`config.mk`:
```
export PLATFORM = sky130hd
export DESIGN_NAME = pss_queue
export DESIGN_NICKNAME = d
export VERILOG_FILES = /design/src/design/pairs_spread_signal_engine_unit_macros.svh /design/src/design/pss_pkg.sv /design/src/design/pss_queue.sv
export SDC_FILE = /design/constraint.sdc
export NUM_CORES = 1
export LEC_CHECK = 0
export ABC_AREA = 0
export BUFFER_PORTS_ARGS = -buffer_cell sky130_fd_sc_hd__buf_4
export CAP_MARGIN = 30
export CORE_AREA = 5 5 307 309
export CTS_CLUSTER_SIZE = 10
export DETAILED_ROUTE_END_ITERATION = 6
export DIE_AREA = 0 0 312 314
export MAX_ROUTING_LAYER = met4
export PLACE_DENSITY = 0.55
export SLEW_MARGIN = 20
export SYNTH_ARGS = -nofsm -noshare
export SYNTH_HDL_FRONTEND = slang
export SYNTH_SLANG_ARGS = --single-unit
```
`constraint.sdc`:
```
create_clock -name clk -period 29 [get_ports clk]
set_input_delay 4.35 -clock clk [delete_from_list [all_inputs] [get_ports clk]]
set_output_delay 4.35 -clock clk [all_outputs]
set_load 0.005 [all_outputs]
```
`src/design/pairs_spread_signal_engine_unit_macros.svh`:
```
// assertion macros shared by the pairs spread signal engine
`ifndef PAIRS_SPREAD_SIGNAL_ENGINE_UNIT_MACROS_SVH
`define PAIRS_SPREAD_SIGNAL_ENGINE_UNIT_MACROS_SVH
// same-cycle implication
`define PSS_ASSERT_IMP(lbl, ante, cons, msg) \
    lbl: assert property (@(posedge clk) disable iff (!rst_n) (ante) |-> (cons)) \
        else $error(msg);
// next-cycle implication
`define PSS_ASSERT_NXT(lbl, ante, cons, msg) \
    lbl: assert property (@(posedge clk) disable iff (!rst_n) (ante) |=> (cons)) \
        else $error(msg);
`endif

```
`src/design/pss_pkg.sv`:
```
// types, constants and helpers of the pairs spread signal engine
package pss_pkg;

    localparam int NUM_PAIRS   = 64;
    localparam int SLOT_W      = $clog2(NUM_PAIRS);
    localparam int IN_W        = 392;
    localparam int OUT_W       = 144;
    localparam int DIV_W       = 80;
    localparam int DEN_W       = 49;
    localparam int CNT_W       = 7;
    localparam int QUEUE_DEPTH = 2;
    localparam int QPTR_W      = $clog2(QUEUE_DEPTH);

    localparam logic [31:0] LN2_Q32 = 32'd2977044472;
    localparam logic [47:0] QTY_MAX = 48'hFFFF_FFFF_FFFF;

    localparam logic [CNT_W-1:0] CNT_Z   = 7'd56;
    localparam logic [CNT_W-1:0] CNT_IMB = 7'd64;
    localparam logic [CNT_W-1:0] CNT_Q1  = 7'd72;
    localparam logic [CNT_W-1:0] CNT_Q2  = 7'd80;

    localparam logic [2:0] CFG_ENTRY      = 3'd0;
    localparam logic [2:0] CFG_EXIT       = 3'd1;
    localparam logic [2:0] CFG_SAFE       = 3'd2;
    localparam logic [2:0] CFG_IMB_LONG   = 3'd3;
    localparam logic [2:0] CFG_IMB_SHORT  = 3'd4;
    localparam logic [2:0] CFG_BET        = 3'd5;

    localparam logic [31:0] RST_ENTRY     = 32'd131072;
    localparam logic [31:0] RST_EXIT      = 32'd32768;
    localparam logic [31:0] RST_SAFE      = 32'd1638400;
    localparam logic [17:0] RST_IMB_LONG  = 18'h3CCCD;
    localparam logic [17:0] RST_IMB_SHORT = 18'd13107;
    localparam logic [47:0] RST_BET       = 48'd65536000;

    typedef enum logic [1:0] {ST_EVAL, ST_MISSING, ST_UNSAFE, ST_ZERO_DEV} status_t;
    typedef enum logic [1:0] {ACT_NONE, ACT_SHORT, ACT_LONG, ACT_EXIT} action_t;
    typedef enum logic [1:0] {DIR_FLAT, DIR_SHORT, DIR_LONG} dir_t;

    typedef enum logic [4:0] {
        B_IDLE, B_NORM, B_SQR, B_LNM, B_HMUL, B_DIFF, B_ZSTART, B_ZWAIT,
        B_ISTART, B_IWAIT, B_DECIDE, B_Q1START, B_Q1WAIT, B_BM0, B_BM1,
        B_Q2START, B_Q2WAIT, B_OUT
    } back_state_t;

    typedef struct packed {
        logic [31:0] entry_threshold;
        logic [31:0] exit_threshold;
        logic [31:0] safe_limit;
        logic [17:0] imb_long_limit;
        logic [17:0] imb_short_limit;
        logic [47:0] bet_notional;
    } pss_cfg_t;

    typedef struct packed {
        logic [5:0]  pid;
        logic [47:0] p1;
        logic [47:0] p2;
        logic [31:0] h;
        logic [31:0] mean;
        logic [31:0] dev;
        logic [48:0] sum1;
        logic [47:0] dif1;
        logic        neg1;
        logic [48:0] sum2;
        logic [47:0] dif2;
        logic        neg2;
        status_t     status;
    } pss_item_t;

    typedef struct packed {
        logic [5:0]  pair_id;
        action_t     action;
        logic        leg1_sell;
        logic [47:0] leg1_quantity;
        logic        leg2_sell;
        logic [47:0] leg2_quantity;
        logic        reduce_only;
        logic [31:0] z_value;
        status_t     status;
    } pss_result_t;

    function automatic logic [47:0] qty_sat(input logic [DIV_W-1:0] q);
        qty_sat = (q[DIV_W-1:48] != '0) ? QTY_MAX : q[47:0];
    endfunction

endpackage

```
`src/design/pss_queue.sv`:
```
// short item queue between front and back
module pss_queue import pss_pkg::*; (
    input  logic      clk,
    input  logic      rst_n,
    input  logic      push,
    input  pss_item_t push_data,
    input  logic      pop,
    output pss_item_t head,
    output logic      full,
    output logic      empty
);

    pss_item_t         mem_reg [QUEUE_DEPTH];
    logic [QPTR_W-1:0] wr_ptr_reg, rd_ptr_reg;
    logic [QPTR_W:0]   count_reg;

    assign full  = (count_reg == (QPTR_W+1)'(QUEUE_DEPTH));
    assign empty = (count_reg == '0);
    assign head  = mem_reg[rd_ptr_reg];

    always_ff @(posedge clk or negedge rst_n)
    begin
        if (!rst_n)
        begin
            wr_ptr_reg <= '0;
            rd_ptr_reg <= '0;
            count_reg  <= '0;
        end
        else
        begin
            if (push)
            begin
                wr_ptr_reg <= wr_ptr_reg + 1'b1;
            end
            if (pop)
            begin
                rd_ptr_reg <= rd_ptr_reg + 1'b1;
            end
            if (push && !pop)
            begin
                count_reg <= count_reg + 1'b1;
            end
            else if (pop && !push)
            begin
                count_reg <= count_reg - 1'b1;
            end
        end
    end

    always_ff @(posedge clk)
    begin
        if (push)
        begin
            mem_reg[wr_ptr_reg] <= push_data;
        end
    end

endmodule

```
## After elaboration in Yosys (flattened, before gate mapping)

Memory sizes are Yosys's and may differ from the RTL's.
Index checks and enable logic that the tools add are counted.
W data, S select, Z words.

- Bits in registers: 4
- Memory bits (writable): 792
- Input port bits: 400
- Output and inout bits: 398
- Word-level logic and storage cells: 19
- Memories kept: 1

Memories:

| name | words | width | read ports | clocked after memory_dff | wr ports | line | RTL |
|---|---|---|---|---|---|---|---|
| mem_reg | 2 | 396 | 1 | 0 | 1 | pss_queue.sv:13 | `pss_item_t mem_reg [QUEUE_DEPTH];` |

- Add/sub/neg operators: 4
- Eq/ne operators: 1
- Muxes and demuxes: 4
- Reductions and logical operators: 6

Operators by type and width:

| cell | count |
|---|---|
| $mux W2 | 2 |
| $add A1 B1 Y1 const B | 2 |
| $add A2 B1 Y2 const B | 1 |
| $eq A2 B2 Y1 const B | 1 |
| $logic_and A1 B1 Y1 | 2 |
| $logic_not A1 Y1 | 2 |
| $logic_not A2 Y1 | 1 |
| $mux W1 | 2 |
| $reduce_bool A2 Y1 | 1 |
| $sub A2 B1 Y2 const B | 1 |

## Depth between registers and ports, before layout

- Depth in word-level cells: 4
- Gate-level depth with buffers: 5
- Gate-level depth less buffers: 5

## Worst setup path before layout

No wires, ideal clock.

- Kind: input -> register
- Start: input port push
- End: memory mem_reg[0][0] in the netlist's numbering (enable)
- Setup time: 1.210 ns
- Arrival: 21.346 ns
- Required time: 27.790 ns
- Setup slack: 6.444 ns
- Cell stages on the path: 1
- Buffers on the path: 0
- Cells stage by stage: nor2b_1

- Longest elaborated chain between the ends: 2

Ends and longest elaborated chain:

| what | line | RTL |
|---|---|---|
| start: declaration | pss_queue.sv:5 | `input logic push,` |
| $mux W1 | pss_queue.sv:52 | `if (push)` |
| $mux W1 (not written as such) | pss_queue.sv:54 | `mem_reg[wr_ptr_reg] <= push_data;` |
| end: declaration | pss_queue.sv:13 |  |

No other way between the ends.

==> reports/qor.yml <==
clocking:
  cts_hold_buf: 0
  cts_made_buffers: 93
  clk_latency_ns: 0.63
  post_cts_buffers: 0
  post_cts_resized: 0
  clk_pin_slew_ns: 0.05
  cts.sinks: 796
  clock_path_buffers: 3
  htreeDepth: 3
  cts_tree: "done"
  cts_root_buffer: "clkbuf_16"
layout:
  final_common_cell: "buf_4"
  area_growth_pct: 33.1
  drive_gt1_frac: 0.614
  nets: 2516
  fin_cells: 3350
  n_fill_cell: 8000
  finish.utilization: 0.441
  final_cell_mix: "buf_4, edfxtp_1, mux2_4"
  largest_reg_flops: 792
global_route:
  grt_pass1_vias: 16218
  groute.usage.overall: 0.148
  overflow: 0
  grt_max_degree: 152
  antenna_found_initial: 11
  grt_pass1_wl_um: 106000
run_status:
  outcome: "finished clean"
sta:
  min_period_ns: 8.27
  finalCritPeriodShare: 0.285
  setup_tns_ns: 0
  setup_viol: 0
  finClkSkew_ns: 0.0128
  worst_slew_pin_slew_ns: 1.05
  slew_viol_final: 0
  maxSlewHeadroom: 0.297
  hold_ws_ns: 0.516
  finalHoldViolations: 0
  rsz0062_at_grt: "no"
  fmax_mhz: 121
floorplanning:
  die_w_um: 312
  coreArea_mm2: 0.0911
  die_h_um: 314
  num_rows: 111
  dieArea_mm2: 0.0980
  ios: 798
  start_util: 0.331
placed_design:
  portBuffers: 797
  dp_cells: 3202
  globalplace.congestion: 0.761
  hpwl_um: 52800
setup_path:
  cp-end-kind: "output pin"
  critical_path.top_delay_family: "buffers and inverters"
  cpMostUsedCell: "buf_4"
  arrival_ns: 3.92
  cp_max_fo: 123
  start_kind: "register"
  crit_buf_inv: 4
  slowest_stage: "dfrtp_4"
  crit_type: "reg2out"
  path_cells: "buf_12 > buf_4 > buf_16 > mux2_4 > buf_4"
  crit_required_ns: 24.65
  critPathMaxStageDelay_ns: 1.04
drt:
  drt-met1-wl_um: 25900
  dr.pass1.iters: 6
  drt_iter0_markers: 772
  wl_per_cell_um: 22.1
  drc: 0
  vias: 14836
  finalWirelength_um: 74000
  wl_met3_um: 7730
  viasPerCell: 4.43
  ant_nets: 0
  wl_met2_um: 38400
  top_layer: "met4"
yosys:
  synth_fp_nets: 1649
  synth_top_area_cell: "edfxtp_1"
  yosysSeqAreaShare: 0.792
  syn_area_per_cell_um2: 24.2
  synth_seq_cells: 796
  syn_inst: 1248
  synth_area_leaders: "edfxtp_1, mux2_4, mux2_2, buf_6, buf_8"
  yosys_warnings: 0
  yosysUniqueCellTypes: 14
  synthesis.area_mm2: 0.0302
  yosysTopAreaCellShare: 0.788
power:
  ir_worst_vdd_mv: 0.0615
  power_density_mw_per_mm2: 96.9
  leakage_nw: 15.8
run:
  maxCapViolations: 0
hold_path:
  hp-class: "reg2reg"
[power by group]
part / total [mW] / leakage, nW / switching [mW] / internal, mW
Sequential: 1.60 / 7.48 / 0.0682 / 1.53
Combinational: 1.25 / 7.01 / 0.538 / 0.714
Clock: 1.04 / 1.29 / 0.427 / 0.616
[final cells by class]
| class | count | area [um2] | area share |
|---|---|---|---|
| diodes | 13 | 32.5 | 0.000810 |
| flip-flops and latches | 796 | 23900 | 0.595 |
| clock buffers | 118 | 2450 | 0.0611 |
| inverters | 1 | 3.75 | 0.0000934 |
| well taps | 1186 | 1480 | 0.0369 |
| repair buffers | 816 | 6300 | 0.157 |
| multi-input cells | 407 | 5790 | 0.144 |
| clock inverters | 13 | 216 | 0.00539 |
[stage by stage]
step	cell area, um2	total power, mW	setup WS [ns]
4_1_cts	40000	3.96	20.47
3_3_place_gp	37300	2.87	21.28
6_report	40200	3.89	20.73
5_1_grt	40200	4.08	20.52
3_5_place_dp	37400	2.89	21.19
2_1_floorplan	30200	2.45	6.44
[logic make-up after synthesis]
| logic type | synth area share |
|---|---|
| flip-flops | 0.792 |
| multiplexers | 0.189 |
| buffers and inverters | 0.0168 |
| XOR/XNOR | 0.00145 |
| AND/OR/NAND/NOR | 0.000871 |
| adder cells (fa/ha/maj) | 0.000415 |
[synth_stat cells]
library cell,number
ha_1,1
nor2_1,2
buf_6,26
nor2b_1,2
dfrtp_1,4
edfxtp_1,792
mux2_4,330
and2_1,1
xor2_1,4
mux2_2,66
buf_8,12
inv_1,1
xnor2_1,1
buf_2,6
[path summary, 6_finish.rpt]
check                                          from                         to  slack (ns)  depth (start not counted)
max in group asynchronous                     rst_n     rd_ptr_reg$_DFFE_PN0P_       25.37                          1
min in group asynchronous                     rst_n   count_reg[0]$_DFFE_PN0P_        3.51                          1
min                        count_reg[1]$_DFFE_PN0P_   count_reg[1]$_DFFE_PN0P_        0.52                          1
min reg2reg                count_reg[1]$_DFFE_PN0P_   count_reg[1]$_DFFE_PN0P_        0.52                          1
max                          rd_ptr_reg$_DFFE_PN0P_                  head[290]       20.73                          5
max reg2reg                  wr_ptr_reg$_DFFE_PN0P_  mem_reg[1][358]$_DFFE_PP_       25.66                          3
[layer usage]
layer  track usage  vias to the layer above
met2         0.254                      594
li1              -                     6715
met1         0.153                     7420
met5             -                        -
met4        0.0523                        0
met3        0.0638                      107
Power figures use the tool's default switching activity.
