### src/design/pairs_spread_signal_engine_unit_macros.svh
// assertion macros shared by the pairs spread signal engine
`ifndef PAIRS_SPREAD_SIGNAL_ENGINE_UNIT_MACROS_SVH
`define PAIRS_SPREAD_SIGNAL_ENGINE_UNIT_MACROS_SVH
// same-cycle implication
`define PSS_ASSERT_IMP(lbl, ante, cons, msg) \
    lbl: assert property (@(posedge clk) disable iff (!rst_n) (ante) |-> (cons)) \
        else $error(msg);
// next-cycle implication
`define PSS_ASSERT_NXT(lbl, ante, cons, msg) \
    lbl: assert property (@(posedge clk) disable iff (!rst_n) (ante) |=> (cons)) \
        else $error(msg);
`endif

### src/design/pss_pkg.sv
// types, constants and helpers of the pairs spread signal engine
package pss_pkg;

    localparam int NUM_PAIRS   = 64;
    localparam int SLOT_W      = $clog2(NUM_PAIRS);
    localparam int IN_W        = 392;
    localparam int OUT_W       = 144;
    localparam int DIV_W       = 80;
    localparam int DEN_W       = 49;
    localparam int CNT_W       = 7;
    localparam int QUEUE_DEPTH = 2;
    localparam int QPTR_W      = $clog2(QUEUE_DEPTH);

    localparam logic [31:0] LN2_Q32 = 32'd2977044472;
    localparam logic [47:0] QTY_MAX = 48'hFFFF_FFFF_FFFF;

    localparam logic [CNT_W-1:0] CNT_Z   = 7'd56;
    localparam logic [CNT_W-1:0] CNT_IMB = 7'd64;
    localparam logic [CNT_W-1:0] CNT_Q1  = 7'd72;
    localparam logic [CNT_W-1:0] CNT_Q2  = 7'd80;

    localparam logic [2:0] CFG_ENTRY      = 3'd0;
    localparam logic [2:0] CFG_EXIT       = 3'd1;
    localparam logic [2:0] CFG_SAFE       = 3'd2;
    localparam logic [2:0] CFG_IMB_LONG   = 3'd3;
    localparam logic [2:0] CFG_IMB_SHORT  = 3'd4;
    localparam logic [2:0] CFG_BET        = 3'd5;

    localparam logic [31:0] RST_ENTRY     = 32'd131072;
    localparam logic [31:0] RST_EXIT      = 32'd32768;
    localparam logic [31:0] RST_SAFE      = 32'd1638400;
    localparam logic [17:0] RST_IMB_LONG  = 18'h3CCCD;
    localparam logic [17:0] RST_IMB_SHORT = 18'd13107;
    localparam logic [47:0] RST_BET       = 48'd65536000;

    typedef enum logic [1:0] {ST_EVAL, ST_MISSING, ST_UNSAFE, ST_ZERO_DEV} status_t;
    typedef enum logic [1:0] {ACT_NONE, ACT_SHORT, ACT_LONG, ACT_EXIT} action_t;
    typedef enum logic [1:0] {DIR_FLAT, DIR_SHORT, DIR_LONG} dir_t;

    typedef enum logic [4:0] {
        B_IDLE, B_NORM, B_SQR, B_LNM, B_HMUL, B_DIFF, B_ZSTART, B_ZWAIT,
        B_ISTART, B_IWAIT, B_DECIDE, B_Q1START, B_Q1WAIT, B_BM0, B_BM1,
        B_Q2START, B_Q2WAIT, B_OUT
    } back_state_t;

    typedef struct packed {
        logic [31:0] entry_threshold;
        logic [31:0] exit_threshold;
        logic [31:0] safe_limit;
        logic [17:0] imb_long_limit;
        logic [17:0] imb_short_limit;
        logic [47:0] bet_notional;
    } pss_cfg_t;

    typedef struct packed {
        logic [5:0]  pid;
        logic [47:0] p1;
        logic [47:0] p2;
        logic [31:0] h;
        logic [31:0] mean;
        logic [31:0] dev;
        logic [48:0] sum1;
        logic [47:0] dif1;
        logic        neg1;
        logic [48:0] sum2;
        logic [47:0] dif2;
        logic        neg2;
        status_t     status;
    } pss_item_t;

    typedef struct packed {
        logic [5:0]  pair_id;
        action_t     action;
        logic        leg1_sell;
        logic [47:0] leg1_quantity;
        logic        leg2_sell;
        logic [47:0] leg2_quantity;
        logic        reduce_only;
        logic [31:0] z_value;
        status_t     status;
    } pss_result_t;

    function automatic logic [47:0] qty_sat(input logic [DIV_W-1:0] q);
        qty_sat = (q[DIV_W-1:48] != '0) ? QTY_MAX : q[47:0];
    endfunction

endpackage

### src/design/pss_front.sv
// front end: accepts evaluations, screens prices and deviation, forms book sums
module pss_front import pss_pkg::*; (
    input  logic            clk,
    input  logic            rst_n,
    input  logic            in_valid,
    output logic            in_ready,
    input  logic [IN_W-1:0] in_data,
    output logic            q_push,
    output pss_item_t       q_data,
    input  logic            q_full
);

    logic      stage_valid_reg;
    pss_item_t stage_reg;
    pss_item_t cls;
    logic [47:0] b1, a1, b2, a2;

    assign b1 = in_data[149:102];
    assign a1 = in_data[197:150];
    assign b2 = in_data[245:198];
    assign a2 = in_data[293:246];

    always_comb
    begin
        cls.pid  = in_data[5:0];
        cls.p1   = in_data[53:6];
        cls.p2   = in_data[101:54];
        cls.h    = in_data[325:294];
        cls.mean = in_data[357:326];
        cls.dev  = in_data[389:358];
        cls.sum1 = {1'b0, b1} + {1'b0, a1};
        cls.dif1 = (b1 >= a1) ? (b1 - a1) : (a1 - b1);
        cls.neg1 = (b1 < a1);
        cls.sum2 = {1'b0, b2} + {1'b0, a2};
        cls.dif2 = (b2 >= a2) ? (b2 - a2) : (a2 - b2);
        cls.neg2 = (b2 < a2);
        if (cls.p1 == '0 || cls.p2 == '0)
        begin
            cls.status = ST_MISSING;
        end
        else if (cls.dev == '0)
        begin
            cls.status = ST_ZERO_DEV;
        end
        else
        begin
            cls.status = ST_EVAL;
        end
    end

    assign q_push   = stage_valid_reg && !q_full;
    assign in_ready = !stage_valid_reg || !q_full;
    assign q_data   = stage_reg;

    always_ff @(posedge clk or negedge rst_n)
    begin
        if (!rst_n)
        begin
            stage_valid_reg <= 1'b0;
        end
        else if (in_valid && in_ready)
        begin
            stage_valid_reg <= 1'b1;
        end
        else if (q_push)
        begin
            stage_valid_reg <= 1'b0;
        end
    end

    always_ff @(posedge clk)
    begin
        if (in_valid && in_ready)
        begin
            stage_reg <= cls;
        end
    end

endmodule

### config.mk
export PLATFORM = sky130hd
export DESIGN_NAME = pss_front
export DESIGN_NICKNAME = d
export VERILOG_FILES = /design/src/design/pairs_spread_signal_engine_unit_macros.svh /design/src/design/pss_pkg.sv /design/src/design/pss_front.sv
export SDC_FILE = /design/constraint.sdc
export NUM_CORES = 1
export LEC_CHECK = 0
export BUFFER_PORTS_ARGS = -buffer_cell sky130_fd_sc_hd__buf_4
export CAP_MARGIN = 20
export CORE_AREA = 5 5 302 304
export CTS_BUF_LIST = sky130_fd_sc_hd__clkbuf_8 sky130_fd_sc_hd__clkbuf_16
export CTS_CLUSTER_DIAMETER = 200
export DETAILED_ROUTE_END_ITERATION = 10
export DIE_AREA = 0 0 307 309
export PLACE_DENSITY = 0.6
export SYNTH_ARGS = -nofsm -noshare
export SYNTH_HDL_FRONTEND = slang
export SYNTH_SLANG_ARGS = --single-unit
export TNS_END_PERCENT = 5
### constraint.sdc
create_clock -name clk -period 28.1 [get_ports clk]
set_input_delay 4.215 -clock clk [delete_from_list [all_inputs] [get_ports clk]]
set_output_delay 4.215 -clock clk [all_outputs]
set_load 0.1 [all_outputs]
[Yosys cells after proc, flatten, opt, wreduce, memory -nomap -nowiden]
Index checks and enable logic that the tools add are counted.
Word-level totals
  bits in registers: 397
  input bits: 396
  output and inout bits: 398
  word-level logic and storage cells: 39
Cells by class
  $add $sub $neg: 6
  $lt $le $gt $ge: 4
  multiplexer cells: 5
  reductions and logical operators: 10
Operators by type and width (count)
  48-bit subtractor: 4
  48-bit by 48-bit adder with 49-bit output: 2
  48-bit greater-or-equal comparator: 2
  48-bit logical NOT: 2
  48-bit less-than comparator: 2
  48-bit 2-to-1 mux: 2
  32-bit logical NOT: 1
  1-bit logical AND: 2
  1-bit logical NOT: 2
  1-bit logical OR: 2
  1-bit 2-to-1 mux: 2
  2-bit 2-to-1 mux: 1
  2-bit nonzero test: 1

[Longest topological paths before layout]
Gate-level depths: netlist (run 1).
  depth after elaboration: 4
  gate-level depth with buffers: 16
  gate-level depth less buffers: 14

[Worst setup path before layout (run 1)]
No wires, ideal clock.
  path kind: in2reg
  from: input port q_full
  to: register stage_reg (netlist bit q_data[0]), enable pin
  setup time: 0.805 ns
  arrival: 13.879 ns
  data required time: 27.295 ns
  path slack: 13.416 ns
  stages: 2
  buffers on the path: 0
  path through: nand2_1 and2_1
On the way
  longest elaborated chain between the ends: 3
Ends and longest elaborated chain
  from (decl): RTL line pss_front.sv:10  | input logic q_full
  1-bit logical NOT: RTL line pss_front.sv:52  | assign in_ready = !stage_valid_reg || !q_full;
  1-bit logical OR: RTL line pss_front.sv:52
  1-bit logical AND: RTL line pss_front.sv:73  | if (in_valid && in_ready)
  to (signal assigned): RTL line pss_front.sv:75  | stage_reg <= cls;
  to (decl): RTL line pss_front.sv:14  | pss_item_t stage_reg;
No other way between the ends.
A chain may end at the register's enable or synchronous reset.

[Final worst setup path (run 1)]
  from: input port q_full
  to: output port q_push
On the way
  longest elaborated chain between the ends: 2
Ends and longest elaborated chain
  1-bit logical NOT: RTL line pss_front.sv:51  | assign q_push = stage_valid_reg && !q_full;
  1-bit logical AND: RTL line pss_front.sv:51
  to (decl): RTL line pss_front.sv:8  | output logic q_push,
No other way between the ends.

==> summary.md, run 1 <==
| Metric | Value |
|---|---|
| Commonest cells in the netlist | `394 x edfxtp_1, 352 x a21oi_1, 298 x ha_1` |
| Layout cells sized above 1 | `0.246` |
| Post-synthesis instance total | `2892` |
| GPL Wtd Cong | `0.981` |
| Critical Path RT | `between 20 and 25 ns` |
| Syn. warnings | `0` |
| Number of global-route vias before repair | `24800` |
| Clk_skew | `0.0130 ns` |
| Tcrit/Tclk final | `0.320` |
| Post-route ant nets | `0` |
| Startpoint Class | `input port` |
| Die W | `307 um` |
| DR vias | `roughly 26000` |
| Status | `finished, final reports clean` |
| Die height | `309 um` |
| Final min period | `roughly 9.0 ns` |
| Final nets | `4330` |
| Post-Syn Area | `between 20000 and 30000 um^2` |
| Drt via density | `5.41` |
| Total Routing Usage GR | `0.287` |
| Worst setup path startpoint | `q_full` |
| Worst hold path type | `reg -> reg` |
| First DRT Iteration DRCs | `2447` |
| Die area | `94900 um^2` |
| Synth area leaders | `edfxtp_1 42%, ha_1 13%, a21oi_1 6.3%` |
| Largest net degree at the start of global routing | `between 150 and 200` |
| IO Pins | `794` |
| Cell area after layout | `36800 um^2` |
| Most frequent cell after synthesis | `edfxtp_1` |
| Global-route wire length before repair | `between 150000 and 200000 um` |
| Number of H-tree levels | `2` |
| Drt wl/cell | `29.6 um` |
| Area Growth Syn to Fin | `30.9%` |
| Setup ws final | `19.11 ns` |
| Sink Count | `roughly 400` |
| Register bit total from synthesis | `395` |
| Worst skew pair latency | `0.65 ns` |
| Initial Utilization | `0.319` |
| IO Port Bufs | `791` |
| WS Path Type | `in -> out` |
| Final hold vios | `0` |
| Max transition margin | `0.198` |
| Crit-path max FO | `2` |
| Post-synthesis sequential area ratio | `0.422` |
| Post_cts resized | `0` |
| Area share of the leading cell type in the synthesized netlist | `0.421` |
| Clock Tree Buf Depth | `3` |
| Post-CTS Setup Inserts | `0` |
| CTS tree | `built` |
| Root buf cell | `clkbuf_16` |
| Power Density | `64.6 nW/um^2` |
| Max Slew Vio Count | `0` |
| TritonCTS Buffers | `49` |
| Initial antenna violation count | `37` |
| Maximum VDD drop | `0.0618 mV` |
| Leak | `15.9 nW` |
| Crit path DAT | `roughly 4.8 ns` |
| Worst hold slack | `0.589 ns` |
| Largest area contributor in the netlist | `edfxtp_1` |
| Crit path capture type | `primary output` |
| Row count | `109` |
| Ys async rst share | `0.00253` |
| Max Cap Violations | `0` |
| Setup Viol. Count Final | `0` |
| Area after DPL | `35100 um^2` |
| DP Wirelength | `121000 um` |
| HP Start | `stage_valid_reg` |
| Pre-antenna DRT Iters | `7` |
| GR Overflow Total | `0` |
| Worst r2r src | `stage_valid_reg` |
| Worst slew pin tran | `1.19 ns` |
| Setup TNS | `0 ns` |
| Overall routed net length | `144000 um` |
| Max frequency | `0.111 GHz` |
| Filler cell count | `8767` |
| CTS Hold Bufs | `0` |
| Dpl ws | `19.11 ns` |
| Ys flop type | `edfxtp_1` |
| Distinct cells, synth | `81` |
| Clock slew at reported path FFs | `0.06 ns` |
| DRC viols | `0` |
| RSZ-0062 raised after global routing | `no` |
| Syn_area_per_cell | `roughly 9.7 um^2` |
| Core area | `88000 um^2` |
| Max FFs per register | `394` |
| Number of synthesized flops with an enable pin | `394` |
| Post-Syn Nets | `3592` |
## final cells by class
| type | count | area, um^2 | area share |
|---|---|---|---|
| timing repair buffer | 801 | 6030 | 0.164 |
| antenna | 21 | 52.6 | 0.00143 |
| inverter | 295 | 1110 | 0.0301 |
| tap | 1165 | 1460 | 0.0396 |
| clock inverter | 39 | 347 | 0.00943 |
| sequential | 395 | 11900 | 0.323 |
| clock buffer | 50 | 1250 | 0.0340 |
| multi-input combinational | 2088 | 14700 | 0.399 |
## where the power goes
group | internal, mW | total [mW] | switching (mW)
logic | 0.247 | 0.980 | 0.734
registers | 0.728 | 0.749 | 0.0206
clock network | 0.370 | 0.644 | 0.274
## worst max-delay path, stage by stage
cell and delay, ns:
buf_4 0.11, nor2b_1 0.14, buf_4 0.31
## metal layers
layer	vias up	global-route usage	routed length, um	part of all wire
met5	-	0	27	0.00019
met4	4	0.110	6270	0.044
met3	172	0.0491	10600	0.074
met2	1275	0.472	66800	0.47
met1	12800	0.380	59900	0.42
li1	12000	-	-	-
## logic make-up after synthesis
kind of cell / synth area share
xor+xnor: 0.0567
flops: 0.422
simple gates: 0.113
mux: 0.0109
buf+inv: 0.0562
fa+ha+maj: 0.137
compound gates: 0.204
## layout by cell type, fill, tap and decap left out, drive strengths merged, types with 8 or more instances in the layout
cell type and instances:
nor3 42, nand4 55, a31oi 27, or3 15, nor4 57, nor2b 25, a221oi 15, o221ai 10
nand2 116, ha 298, and3 8, diode 21, nand2b 19, xnor2 154, inv 297, a2111oi 8
o41ai 9, a21boi 11, nand3 26, nor2 263, a21oi 352, buf 801, o31ai 44, a211o 12
edfxtp 394, a211oi 28, o21bai 83, mux2i 25, a21o 72, o21ai 144, o21a 19, and2 12
xor2 28, o211ai 16, clkbuf 50, clkinv 29
## worst paths after layout
| check | to | slack, ns | depth (start not counted) |
|---|---|---|---|
| hold / removal | stage_valid_reg | 0.59 | 2 |
| setup reg to reg | q_data[96] | 24.91 | 4 |
| setup / recovery | q_push | 19.11 | 3 |
| min in group asynchronous | stage_valid_reg | 3.34 | 1 |
| max in group asynchronous | stage_valid_reg | 24.68 | 1 |
| hold reg to reg | stage_valid_reg | 0.59 | 2 |
## through the flow
step / std cells / util / power, mW
3_5_place_dp: 4744 / 0.399 / 1.73
4_1_cts: 4833 / 0.417 / 2.39
3_3_place_gp: 4744 / 0.399 / 1.73
2_1_floorplan: 2892 / - / 1.45
5_1_grt: 4837 / 0.417 / 2.46
6_report: 4854 / 0.418 / 2.37
Note: power is estimated with default switching activity, not from simulation.
==> inputs of run 2 (changes only) <==
CORE_AREA = 5 5 310 312   (was 5 5 302 304)
DIE_AREA = 0 0 315 317   (was 0 0 307 309)
clock period = 8.08 ns   (was 28.1 ns; I/O delays follow)
==> run 2 against run 1 <==
Compared with the run above: non-clock buffer count rose by 2; clock power rose to 3.6 times the previous value; first-iteration DRC count down 4.9%; sequential power rose to 3.5 times the previous value; sequential share of layout area fell by 0.20 points; critical path depth up 12; count of clock-buffer cells in the layout grew 2; cell area up 0.62%; utilization shrank 1.9 points; final cell count rose by 1.8%; largest power group unchanged; routed wire length fell by 1.7%; highest routed layer unchanged.
==> summary.md, run 2 (same netlist as run 1, synthesis figures left out) <==
| Metric | Value |
|---|---|
| Status | `finished, final reports clean (unchanged)` |
| Worst slew pin tran | `1.11 ns (was 1.19 ns)` |
| Maximum VDD drop | `0.165 mV (was 0.0618 mV)` |
| Met3 usage in global routing | `0.0739 (was 0.0491)` |
| CTS tree | `built (unchanged)` |
| Met1 usage | `0.325 (was 0.380)` |
| Post-route ant nets | `0 (unchanged)` |
| Global-route wire length before repair | `192000 um (was 194000 um)` |
| WS Path Type | `in -> reg (was in -> out)` |
| Max FFs per register | `394 (unchanged)` |
| Max frequency | `0.195 GHz` |
| IO Pins | `794 (unchanged)` |
| Area Growth Syn to Fin | `31.7% (was 30.9%)` |
| Number of H-tree levels | `2 (unchanged)` |
| GPL Wtd Cong | `1.02 (was 0.981)` |
| Row count | `112 (was 109)` |
| Post-Place Cells | `4835 (was 4744)` |
| Pre-antenna DRT Iters | `5 (was 7)` |
| Critical path capture point | `q_data[37] (was q_push)` |
| GR Overflow Total | `0 (unchanged)` |
| Leak | `16.0 nW (was 15.9 nW)` |
| Total Routing Usage GR | `0.268 (was 0.287)` |
| Clock Tree Buf Depth | `3 (unchanged)` |
| CP max stage delay | `0.50 ns (was 0.31 ns)` |
| Buf/Inv on CP | `3 (was 2)` |
| Final min period | `5.13 ns` |
| Setup ws final | `2.95 ns (was 19.11 ns)` |
| Worst skew pair latency | `0.67 ns (was 0.65 ns)` |
| TritonCTS Buffers | `50 (was 49)` |
| Root buf cell | `clkbuf_16 (unchanged)` |
| RSZ-0062 raised after global routing | `no (unchanged)` |
| Die W | `315 um (was 307 um)` |
| Worst path slowest cell | `a31oi_1 (was buf_4)` |
| Setup TNS | `0 ns (unchanged)` |
| Tcrit/Tclk final | `0.635` |
| Most frequent cells in the layout | `801 x buf_4, 394 x edfxtp_1, 352 x a21oi_1 (was 800 x buf_4, 394 x edfxtp_1, 352 x a21oi_1)` |
| Initial Utilization | `0.303 (was 0.319)` |
| Critical Path RT | `8.50 ns (was 23.89 ns)` |
| Max Slew Vio Count | `0 (unchanged)` |
| Largest net degree at the start of global routing | `125 (was 172)` |
| DRC viols | `0 (unchanged)` |
| R2r setup slk | `5.72 ns (was 24.91 ns)` |
| Startpoint Class | `input port (unchanged)` |
| Number of global-route vias before repair | `24900 (was 24800)` |
| Die area | `99900 um^2 (was 94900 um^2)` |
| Drt wl/cell | `28.6 um (was 29.6 um)` |
| Worst hold path type | `in -> async (was reg -> reg)` |
| Final nets | `4333 (was 4330)` |
| Core area | `92800 um^2 (was 88000 um^2)` |
| DR vias | `26200 (was 26300)` |
| DP Wirelength | `118000 um (was 121000 um)` |
| Final hold vios | `0 (unchanged)` |
| Worst setup path startpoint | `in_data[198] (was q_full)` |
| Post_cts resized | `0 (unchanged)` |
| Die height | `317 um (was 309 um)` |
| Crit-path max FO | `57 (was 2)` |
| Post-CTS Setup Inserts | `0 (unchanged)` |
| Dpl ws | `2.34 ns (was 19.11 ns)` |
| Clock slew at reported path FFs | `0.06 ns (about the same)` |
| Setup Viol. Count Final | `0 (unchanged)` |
| Worst r2r src | `stage_valid_reg (unchanged)` |
| Power Density | `226 nW/um^2 (was 64.6 nW/um^2)` |
| Initial antenna violation count | `27 (was 37)` |
| CTS Hold Bufs | `0 (unchanged)` |
| Crit path capture type | `flop (was primary output)` |
| Clk_skew | `0.0441 ns (was 0.0130 ns)` |
| Overall routed net length | `141000 um (was 144000 um)` |
| Fin cells | `4940 (was 4854)` |
| Layout cells sized above 1 | `0.247 (was 0.246)` |
| Sink Count | `395 (unchanged)` |
| M2 GR Usage | `0.445 (was 0.472)` |
| Reg2Reg Depth | `4 (unchanged)` |
| First DRT Iteration DRCs | `2327 (was 2447)` |
| CP delay by family, top | `compound AO/OA/AOI/OAI gates (was buffers and inverters)` |
| Critical Path, Cell by Cell | `buf_4, inv_1, ha_1, fa_1, nand2b_1, a211o_1, a31oi_1, nand2_1, and3_1, o21ai_1, nand2_2, buf_4, o21ai_1, o221ai_1, xnor2_1 (was buf_4, nor2b_1, buf_4)` |
| Worst path depth | `15 (was 3)` |
| Max Cap Violations | `0 (unchanged)` |
| Reg-to-reg critical path endpoint | `q_data[127] (was q_data[96])` |
| Max transition margin | `0.255 (was 0.198)` |
| Drt via density | `5.30 (was 5.41)` |
| Crit path DAT | `5.55 ns (was 4.78 ns)` |
| Commonest non-fill, non-tap cell in the layout | `buf_4 (unchanged)` |
| Most used routing layer | `met2 (unchanged)` |
| IO Port Bufs | `791 (unchanged)` |
## run 2: layout make-up
cell class	count	area (um^2)
fill	9320	55800
multi-input combinational	2088	14700
sequential	395	11900
timing repair buffer	803	6050
tap	1254	1570
clock buffer	52	1280
inverter	295	1110
clock inverter	37	422
antenna	16	40.0
## run 2: how the worst min path moves through the flow
stage | start | slack, ns | endpoint | cells past startpoint
2_1_floorplan | rst_n | 0.92 | stage_valid_reg | 0
3_3_place_gp | stage_valid_reg | 0.51 | stage_valid_reg | 2
3_5_place_dp | stage_valid_reg | 0.53 | stage_valid_reg | 2
4_1_cts | rst_n | 0.30 | stage_valid_reg | 1
5_1_grt | rst_n | 0.30 | stage_valid_reg | 1
6_report | rst_n | 0.35 | stage_valid_reg | 1
## run 2: worst reg2reg max path: cells and delay by family, from the launching register on
kind | cells | cell delay, ns
buf+inv | 2 | 1.28
simple gates | 2 | 0.26
flops | 1 | 0.38
## run 2: routing by layer
layer  part of all wire  routed length (um)
met1               0.39               54500
met2               0.47               66300
met3              0.091               12900
met4              0.053                7490
met5            0.00029                  41
## run 2: where the power goes
group          total, mW  switching, mW  internal (mW)
Sequential          2.61         0.0752           2.53
Clock               2.35          0.974           1.37
Combinational       3.40           2.54          0.860
Total               8.35           3.59           4.76
## run 2: per-stage QoR
stage	area, um^2	util	hold WS (ns)	total power [mW]
after floorplan	28100	-	0.916	5.02
after global placement	35300	0.380	0.511	6.02
after detailed placement	35300	0.380	0.529	6.01
after CTS	37000	0.398	0.300	8.41
after global routing	37000	0.399	0.302	8.67
final	37000	0.399	0.348	8.35
